`src/rtl/core/asrd_pkg.sv`:
```
// types and constants of the address stride run detector
`timescale 1ns / 1ps
`default_nettype none

package asrd_pkg;

  localparam int COUNT_BITS = 32;

  localparam int IP_W    = 32;
  localparam int PORT_W  = 16;
  localparam int CNT_W   = 32;

  localparam int IN_DATA_W  = 2 * IP_W + 2 * PORT_W;
  localparam int OUT_DATA_W = CNT_W + 4 * IP_W + 4 * PORT_W;

  // largest run before it is sent out on its own
  localparam logic [CNT_W-1:0] COUNT_LIMIT = (COUNT_BITS >= CNT_W) ? {CNT_W{1'b1}} :
    CNT_W'((64'd1 << COUNT_BITS) - 64'd1);

  typedef enum logic {
    OP_ADD   = 1'b0,
    OP_FLUSH = 1'b1
  } op_t;

endpackage

`default_nettype wire

```
`src/rtl/core/address_stride_run_detector_unit.sv`:
```
// Address stride run detector. Folds a stream of connection descriptors into runs where
// source/destination IP and port each advance by a fixed signed stride, and sends one
// summary (length, first values, strides) per finished run. A run ends on a descriptor that
// breaks the progression, on a flush transaction, or when its length reaches the count
// limit. One transaction is taken every clock cycle while in_tready is high; a descriptor
// passes an input register and then the check stage, which compares it with a running
// expected value per field (one add and compare each) and registers the summary of each
// run. in_tready falls only while the result register holds a summary that is not taken.
`timescale 1ns / 1ps
`default_nettype none

module address_stride_run_detector_unit (
  input  wire                            clk,
  input  wire                            rst_n,
  input  wire                            in_tvalid,
  output logic                           in_tready,
  // src_ip, dst_ip, src_port, dst_port
  input  wire  [asrd_pkg::IN_DATA_W-1:0] in_tdata,
  // operation
  input  wire                            in_tuser,
  output logic                           out_tvalid,
  input  wire                            out_tready,
  // run_length, first_src_ip, src_ip_stride, first_src_port, src_port_stride,
  // first_dst_ip, dst_ip_stride, first_dst_port, dst_port_stride
  output logic [asrd_pkg::OUT_DATA_W-1:0] out_tdata
);
  import asrd_pkg::*;

  // input register
  logic              stg_valid_r;
  op_t               stg_op_r;
  logic [IP_W-1:0]   stg_sip_r, stg_dip_r;
  logic [PORT_W-1:0] stg_sp_r, stg_dp_r;

  // run state
  logic [CNT_W-1:0]  cnt_r, cnt_nxt;
  logic [IP_W-1:0]   sip_base_r, sip_base_nxt, sip_step_r, sip_step_nxt, sip_pred_r, sip_pred_nxt;
  logic [IP_W-1:0]   dip_base_r, dip_base_nxt, dip_step_r, dip_step_nxt, dip_pred_r, dip_pred_nxt;
  logic [PORT_W-1:0] sp_base_r, sp_base_nxt, sp_step_r, sp_step_nxt, sp_pred_r, sp_pred_nxt;
  logic [PORT_W-1:0] dp_base_r, dp_base_nxt, dp_step_r, dp_step_nxt, dp_pred_r, dp_pred_nxt;

  // result register
  logic                  out_valid_r;
  logic [OUT_DATA_W-1:0] out_data_r, out_data_nxt;

  logic go;
  logic match;
  logic emit_old, emit_new;

  assign go         = stg_valid_r && (!out_valid_r || out_tready);
  assign in_tready  = !stg_valid_r || !out_valid_r || out_tready;
  assign out_tvalid = out_valid_r;
  assign out_tdata  = out_data_r;

  assign match = (stg_sip_r == sip_pred_r) && (stg_dip_r == dip_pred_r) &&
                 (stg_sp_r == sp_pred_r) && (stg_dp_r == dp_pred_r);

  always_comb begin
    cnt_nxt      = cnt_r;
    sip_base_nxt = sip_base_r;
    sip_step_nxt = sip_step_r;
    sip_pred_nxt = sip_pred_r;
    dip_base_nxt = dip_base_r;
    dip_step_nxt = dip_step_r;
    dip_pred_nxt = dip_pred_r;
    sp_base_nxt  = sp_base_r;
    sp_step_nxt  = sp_step_r;
    sp_pred_nxt  = sp_pred_r;
    dp_base_nxt  = dp_base_r;
    dp_step_nxt  = dp_step_r;
    dp_pred_nxt  = dp_pred_r;
    emit_old     = 1'b0;
    emit_new     = 1'b0;
    if (stg_op_r == OP_FLUSH) begin
      if (cnt_r != '0) begin
        emit_old = 1'b1;
        cnt_nxt  = '0;
      end
    end else begin
      if (cnt_r == CNT_W'(1)) begin
        // second item fixes the strides
        sip_step_nxt = stg_sip_r - sip_base_r;
        dip_step_nxt = stg_dip_r - dip_base_r;
        sp_step_nxt  = stg_sp_r - sp_base_r;
        dp_step_nxt  = stg_dp_r - dp_base_r;
        sip_pred_nxt = {stg_sip_r[IP_W-2:0], 1'b0} - sip_base_r;
        dip_pred_nxt = {stg_dip_r[IP_W-2:0], 1'b0} - dip_base_r;
        sp_pred_nxt  = {stg_sp_r[PORT_W-2:0], 1'b0} - sp_base_r;
        dp_pred_nxt  = {stg_dp_r[PORT_W-2:0], 1'b0} - dp_base_r;
        cnt_nxt      = CNT_W'(2);
      end else if (cnt_r != '0 && match) begin
        sip_pred_nxt = sip_pred_r + sip_step_r;
        dip_pred_nxt = dip_pred_r + dip_step_r;
        sp_pred_nxt  = sp_pred_r + sp_step_r;
        dp_pred_nxt  = dp_pred_r + dp_step_r;
        cnt_nxt      = cnt_r + CNT_W'(1);
      end else begin
        // new run: empty detector or broken progression
        emit_old     = (cnt_r != '0);
        sip_base_nxt = stg_sip_r;
        dip_base_nxt = stg_dip_r;
        sp_base_nxt  = stg_sp_r;
        dp_base_nxt  = stg_dp_r;
        sip_step_nxt = '0;
        dip_step_nxt = '0;
        sp_step_nxt  = '0;
        dp_step_nxt  = '0;
        cnt_nxt      = CNT_W'(1);
      end
      if (!emit_old && cnt_nxt >= COUNT_LIMIT) begin
        emit_new = 1'b1;
        cnt_nxt  = '0;
      end
    end
  end

  always_comb begin
    if (emit_new) begin
      out_data_nxt = {dp_step_nxt, dp_base_nxt, dip_step_nxt, dip_base_nxt,
                      sp_step_nxt, sp_base_nxt, sip_step_nxt, sip_base_nxt, COUNT_LIMIT};
    end else begin
      out_data_nxt = {dp_step_r, dp_base_r, dip_step_r, dip_base_r,
                      sp_step_r, sp_base_r, sip_step_r, sip_base_r, cnt_r};
    end
  end

  always_ff @(posedge clk) begin
    if (!rst_n) begin
      stg_valid_r <= 1'b0;
    end else if (in_tready) begin
      stg_valid_r <= in_tvalid;
    end
    if (in_tready && in_tvalid) begin
      stg_op_r  <= op_t'(in_tuser);
      stg_sip_r <= in_tdata[IP_W-1:0];
      stg_dip_r <= in_tdata[2*IP_W-1:IP_W];
      stg_sp_r  <= in_tdata[2*IP_W+PORT_W-1:2*IP_W];
      stg_dp_r  <= in_tdata[IN_DATA_W-1:2*IP_W+PORT_W];
    end
  end

  always_ff @(posedge clk) begin
    if (!rst_n) begin
      cnt_r <= '0;
    end else if (go) begin
      cnt_r <= cnt_nxt;
    end
    if (go) begin
      sip_base_r <= sip_base_nxt;
      sip_step_r <= sip_step_nxt;
      sip_pred_r <= sip_pred_nxt;
      dip_base_r <= dip_base_nxt;
      dip_step_r <= dip_step_nxt;
      dip_pred_r <= dip_pred_nxt;
      sp_base_r  <= sp_base_nxt;
      sp_step_r  <= sp_step_nxt;
      sp_pred_r  <= sp_pred_nxt;
      dp_base_r  <= dp_base_nxt;
      dp_step_r  <= dp_step_nxt;
      dp_pred_r  <= dp_pred_nxt;
    end
  end

  always_ff @(posedge clk) begin
    if (!rst_n) begin
      out_valid_r <= 1'b0;
    end else if (go) begin
      out_valid_r <= emit_old || emit_new;
    end else if (out_tready) begin
      out_valid_r <= 1'b0;
    end
    if (go && (emit_old || emit_new)) begin
      out_data_r <= out_data_nxt;
    end
  end

endmodule

`default_nettype wire

```
`config.mk`:
```
export PLATFORM = sky130hd
export DESIGN_NAME = address_stride_run_detector_unit
export DESIGN_NICKNAME = d
export VERILOG_FILES = /design/src/rtl/core/asrd_pkg.sv /design/src/rtl/core/address_stride_run_detector_unit.sv
export SDC_FILE = /design/constraint.sdc
export NUM_CORES = 2
export LEC_CHECK = 0
export ABC_AREA = 1
export BUFFER_PORTS_ARGS = -buffer_cell sky130_fd_sc_hd__buf_2
export CAP_MARGIN = 20
export CORE_MARGIN = 4
export CORE_UTILIZATION = 60
export DETAILED_ROUTE_END_ITERATION = 7
export HOLD_SLACK_MARGIN = 0.08
export PLACE_DENSITY = 0.9
export SYNTH_ARGS = -nofsm -noshare
export SYNTH_HDL_FRONTEND = slang
export SYNTH_SLANG_ARGS = --single-unit
```
`constraint.sdc`:
```
create_clock -name clk -period 17.3 [get_ports clk]
set_input_delay 0.865 -clock clk [delete_from_list [all_inputs] [get_ports clk]]
set_output_delay 0.865 -clock clk [all_outputs]
set_load 0.03 [all_outputs]
```
==> flow_results.xml <==
<?xml version="1.0" encoding="UTF-8"?>
<metrics>
  <group name="run_status">
    <metric name="outcome" unit="">complete, no violations</metric>
  </group>
  <group name="clock_network">
    <metric name="cts-buffers-inserted" unit="">71</metric>
    <metric name="clock_pin_slew_on_the_worst_setup_and_hold_paths" unit="ps">60</metric>
    <metric name="ctsRootBufferMaster" unit="">sky130_fd_sc_hd__clkbuf_16</metric>
    <metric name="clkSinkCount" unit="">643</metric>
    <metric name="cts.hold.buffers_added" unit="">0</metric>
    <metric name="cts_max_level" unit="">3</metric>
    <metric name="cts_tree" unit="">built</metric>
    <metric name="cts_post_setup_buffers_inserted" unit="">0</metric>
    <metric name="cts_max_path_buffers" unit="">3</metric>
    <metric name="clock_insertion_delay_worst_skew" unit="ps">620</metric>
    <metric name="cts_resized" unit="">0</metric>
  </group>
  <group name="routing">
    <metric name="post-route-drc-count" unit="">0</metric>
    <metric name="routed-via-count" unit="">33997</metric>
    <metric name="post_detailed_route_count_of_antenna_violating_nets" unit="">0</metric>
    <metric name="drt-vias-per-instance" unit="">5.93</metric>
    <metric name="postRouteWirelength" unit="mm">116</metric>
    <metric name="wire_per_inst" unit="um">20.2</metric>
    <metric name="initialDrtViolationCount" unit="">3878</metric>
    <metric name="dr.pass1.iters" unit="">8</metric>
  </group>
  <group name="power_and_ir_drop">
    <metric name="ir_worst_vdd" unit="V">0.0000750</metric>
    <metric name="power.share.switching" unit="">0.291</metric>
    <metric name="pd_cells" unit="mW/mm2">91.9</metric>
    <metric name="post-layout-total-power" unit="mW">4.05</metric>
    <metric name="power.share.sequential" unit="">0.451</metric>
    <metric name="combPwrFrac" unit="">0.172</metric>
    <metric name="p_leak" unit="nW">19.7</metric>
    <metric name="intPower" unit="mW">2.87</metric>
    <metric name="netSwitchingPower" unit="mW">1.18</metric>
    <metric name="power.share.clock" unit="">0.377</metric>
  </group>
  <group name="logic_synthesis">
    <metric name="synthesis.yosys.warnings" unit="">0</metric>
    <metric name="synth_edf_count" unit="">609</metric>
    <metric name="ys_dominant_reg_cell" unit="">sky130_fd_sc_hd__edfxtp_1</metric>
    <metric name="syn_inst" unit="">4692</metric>
    <metric name="syn-num-nets" unit="">5080</metric>
    <metric name="synth_seq_area_share" unit="">0.474</metric>
    <metric name="synthesis.area" unit="mm2">0.0400</metric>
    <metric name="flip_flop_and_latch_count_after_synthesis" unit="">643</metric>
    <metric name="avgSynthCellArea" unit="um2">8.53</metric>
    <metric name="synth.lib_cells_used.distinct" unit="">65</metric>
    <metric name="postSynth.asyncResetShare" unit="">0</metric>
  </group>
  <group name="setup_path">
    <metric name="crit_path_start_kind" unit="">flop</metric>
    <metric name="worst_ep_arrival_time" unit="ps">6330</metric>
    <metric name="critPathRequiredTime" unit="ps">17530</metric>
    <metric name="critical_path.endpoint_type" unit="">flop</metric>
    <metric name="setup.reg_to_reg.worst_slack" unit="ps">11200</metric>
    <metric name="crit_fanout" unit="">94</metric>
    <metric name="timing_worst_setup_path_type" unit="">flop to flop</metric>
    <metric name="rr_worst_depth" unit="">20</metric>
  </group>
  <group name="placement">
    <metric name="place.detailed.hpwl" unit="mm">83.3</metric>
    <metric name="placement.cell_area" unit="mm2">0.0417</metric>
    <metric name="routabilityCongestion" unit="">0.982</metric>
    <metric name="dp_worst_setup_slack" unit="ps">11150</metric>
    <metric name="port_buffers" unit="">326</metric>
  </group>
  <group name="global_route">
    <metric name="grt_pass1_wl" unit="mm">179</metric>
    <metric name="global_route.usage.total" unit="">0.319</metric>
    <metric name="antenna_violations_before_repair" unit="">8</metric>
    <metric name="vias_in_the_first_global_route" unit="">32586</metric>
    <metric name="global_route.overflow_total" unit="">0</metric>
    <metric name="grt_max_degree" unit="">137</metric>
  </group>
  <group name="finish">
    <metric name="layout.cell_area.non_filler" unit="mm2">0.0441</metric>
    <metric name="layout.cells.most_common" unit="">sky130_fd_sc_hd__nand2_1</metric>
    <metric name="layout_common_cells" unit="">1108 x sky130_fd_sc_hd__nand2_1, 609 x sky130_fd_sc_hd__edfxtp_1, 562 x sky130_fd_sc_hd__inv_1</metric>
    <metric name="num-nets-final" unit="">5194</metric>
    <metric name="drive_gt1_frac" unit="">0.116</metric>
    <metric name="area_growth_syn_to_layout" unit="%">10.1</metric>
  </group>
  <group name="die">
    <metric name="rows" unit="">94</metric>
    <metric name="core" unit="mm2">0.0660</metric>
    <metric name="floorplan.initialDensity" unit="">0.607</metric>
    <metric name="io_pins" unit="">327</metric>
    <metric name="dieHeight" unit="um">266</metric>
    <metric name="design.die.area" unit="mm2">0.0709</metric>
    <metric name="die_w" unit="um">266</metric>
  </group>
  <group name="worst_hold_path">
    <metric name="hold-path-cell-count" unit="">1</metric>
    <metric name="worst_hold_path_type" unit="">input port to flop</metric>
  </group>
  <group name="timing">
    <metric name="finalCriticalPeriod" unit="ps">6100</metric>
    <metric name="tightestPinTransition" unit="ps">1100</metric>
    <metric name="fin_setup_tns" unit="ps">0</metric>
    <metric name="achievable-frequency" unit="MHz">164</metric>
    <metric name="final_setup_violation_count" unit="">0</metric>
    <metric name="post-route-worst-setup-slack" unit="ps">11200</metric>
    <metric name="final-hold-violation-count" unit="">0</metric>
    <metric name="min_period_over_period" unit="">0.352</metric>
    <metric name="slew_viol_final" unit="">0</metric>
    <metric name="rsz0062_at_grt" unit="">no</metric>
    <metric name="worst_clock_skew" unit="ps">29.1</metric>
    <metric name="timing.max_slew.rel_slack" unit="">0.268</metric>
    <metric name="hold-worst-slack" unit="ps">417</metric>
  </group>
  <group name="flow_run">
    <metric name="drv_cap" unit="">0</metric>
  </group>
</metrics>
## state kept, by name, summed over array words and instances (netlist names), 32 cells and up
| signal | flops |
|---|---|
| dip_base_r | 32 |
| dip_pred_r | 32 |
| sip_pred_r | 32 |
| sip_base_r | 32 |
| stg_sip_r | 32 |
| dip_step_r | 32 |
| stg_dip_r | 32 |
| cnt_r | 32 |
| out_tdata | 224 |
| sip_step_r | 32 |
## critical path: stages (launching register included)
cell and delay, ps:
sky130_fd_sc_hd__edfxtp_1 400, sky130_fd_sc_hd__inv_1 100, sky130_fd_sc_hd__nand2_1 70, sky130_fd_sc_hd__nand2_1 60, sky130_fd_sc_hd__nor2_1 130, sky130_fd_sc_hd__nand2_1 110, sky130_fd_sc_hd__nor2_1 260, sky130_fd_sc_hd__nand2_1 100
sky130_fd_sc_hd__nor2_1 290, sky130_fd_sc_hd__nand3_1 260, sky130_fd_sc_hd__nor2_2 840, sky130_fd_sc_hd__nand3_1 200, sky130_fd_sc_hd__nor2_2 180, sky130_fd_sc_hd__nand2_2 70, sky130_fd_sc_hd__nor2_4 140, sky130_fd_sc_hd__nand3_2 140
sky130_fd_sc_hd__nand2_2 90, sky130_fd_sc_hd__nand2_2 100, sky130_fd_sc_hd__inv_8 460, sky130_fd_sc_hd__buf_4 830, sky130_fd_sc_hd__buf_4 760
## metal layers
| layer | global-route usage | share of wire |
|---|---|---|
| met3 | 0.0553 | 0.11 |
| met2 | 0.521 | 0.46 |
| met4 | 0.136 | 0.043 |
| met5 | 0 | 0.00039 |
| met1 | 0.425 | 0.39 |
## final timing paths
path | startpoint | to
hold reg to reg | dp_base_r[3] | out_tdata[195]
hold / removal | in_tuser | stg_op_r
setup reg to reg | stg_sip_r[1] | out_tdata[170]
setup / recovery | stg_sip_r[1] | out_tdata[170]
## final cells by class
type | instances | area [um2]
tap | 864 | 1080
fill | 5101 | 21900
multi-input combinational | 3161 | 17700
inverter | 582 | 2190
sequential | 643 | 19000
clock buffer | 81 | 1850
clock inverter | 50 | 485
antenna | 3 | 7.51
timing repair buffer | 347 | 1810
## Yosys cell counts, types with 26 or more instances
master / instances / area (um2)
sky130_fd_sc_hd__inv_1: 564 / 2120
sky130_fd_sc_hd__a31oi_1: 40 / 250
sky130_fd_sc_hd__xnor2_1: 40 / 350
sky130_fd_sc_hd__dfxtp_1: 34 / 681
sky130_fd_sc_hd__edfxtp_1: 609 / 18300
sky130_fd_sc_hd__nand3_1: 69 / 345
sky130_fd_sc_hd__nor2_1: 352 / 1320
sky130_fd_sc_hd__nand2_1: 1110 / 4170
sky130_fd_sc_hd__nand4_1: 66 / 413
sky130_fd_sc_hd__o21ai_1: 32 / 160
sky130_fd_sc_hd__a21oi_1: 453 / 2270
sky130_fd_sc_hd__xor2_1: 103 / 902
sky130_fd_sc_hd__ha_1: 275 / 3440
sky130_fd_sc_hd__nor3_1: 34 / 170
sky130_fd_sc_hd__buf_2: 26 / 130
sky130_fd_sc_hd__clkbuf_1: 264 / 991
sky130_fd_sc_hd__o21ai_0: 335 / 1680
## power groups by stage
| stage | clock network (mW) | logic, mW | registers [mW] |
|---|---|---|---|
| 2_1_floorplan | 0 | 0.493 | 1.85 |
| 4_1_cts | 1.55 | 0.677 | 1.83 |
| 5_1_grt | 1.61 | 0.770 | 1.83 |
| 3_3_place_gp | 0 | 0.653 | 1.85 |
| 6_report | 1.53 | 0.695 | 1.83 |
| 3_5_place_dp | 0 | 0.670 | 1.86 |
## stage by stage
| stage | utilization | cells |
|---|---|---|
| finish | 0.668 | 5731 |
| global route | 0.668 | 5728 |
| CTS | 0.668 | 5727 |
| detailed placement | 0.633 | 5596 |
| global placement | 0.633 | 5596 |
| floorplan | - | 4692 |
## logic make-up after synthesis
family	synth area share
buffers and inverters	0.0856
flip-flops	0.474
multiplexers	0.00212
AND/OR/NAND/NOR	0.178
adder cells (fa/ha/maj)	0.0919
XOR/XNOR	0.0313
AO/OA/AOI/OAI	0.137
No activity file was read; power rests on OpenSTA's default activity.
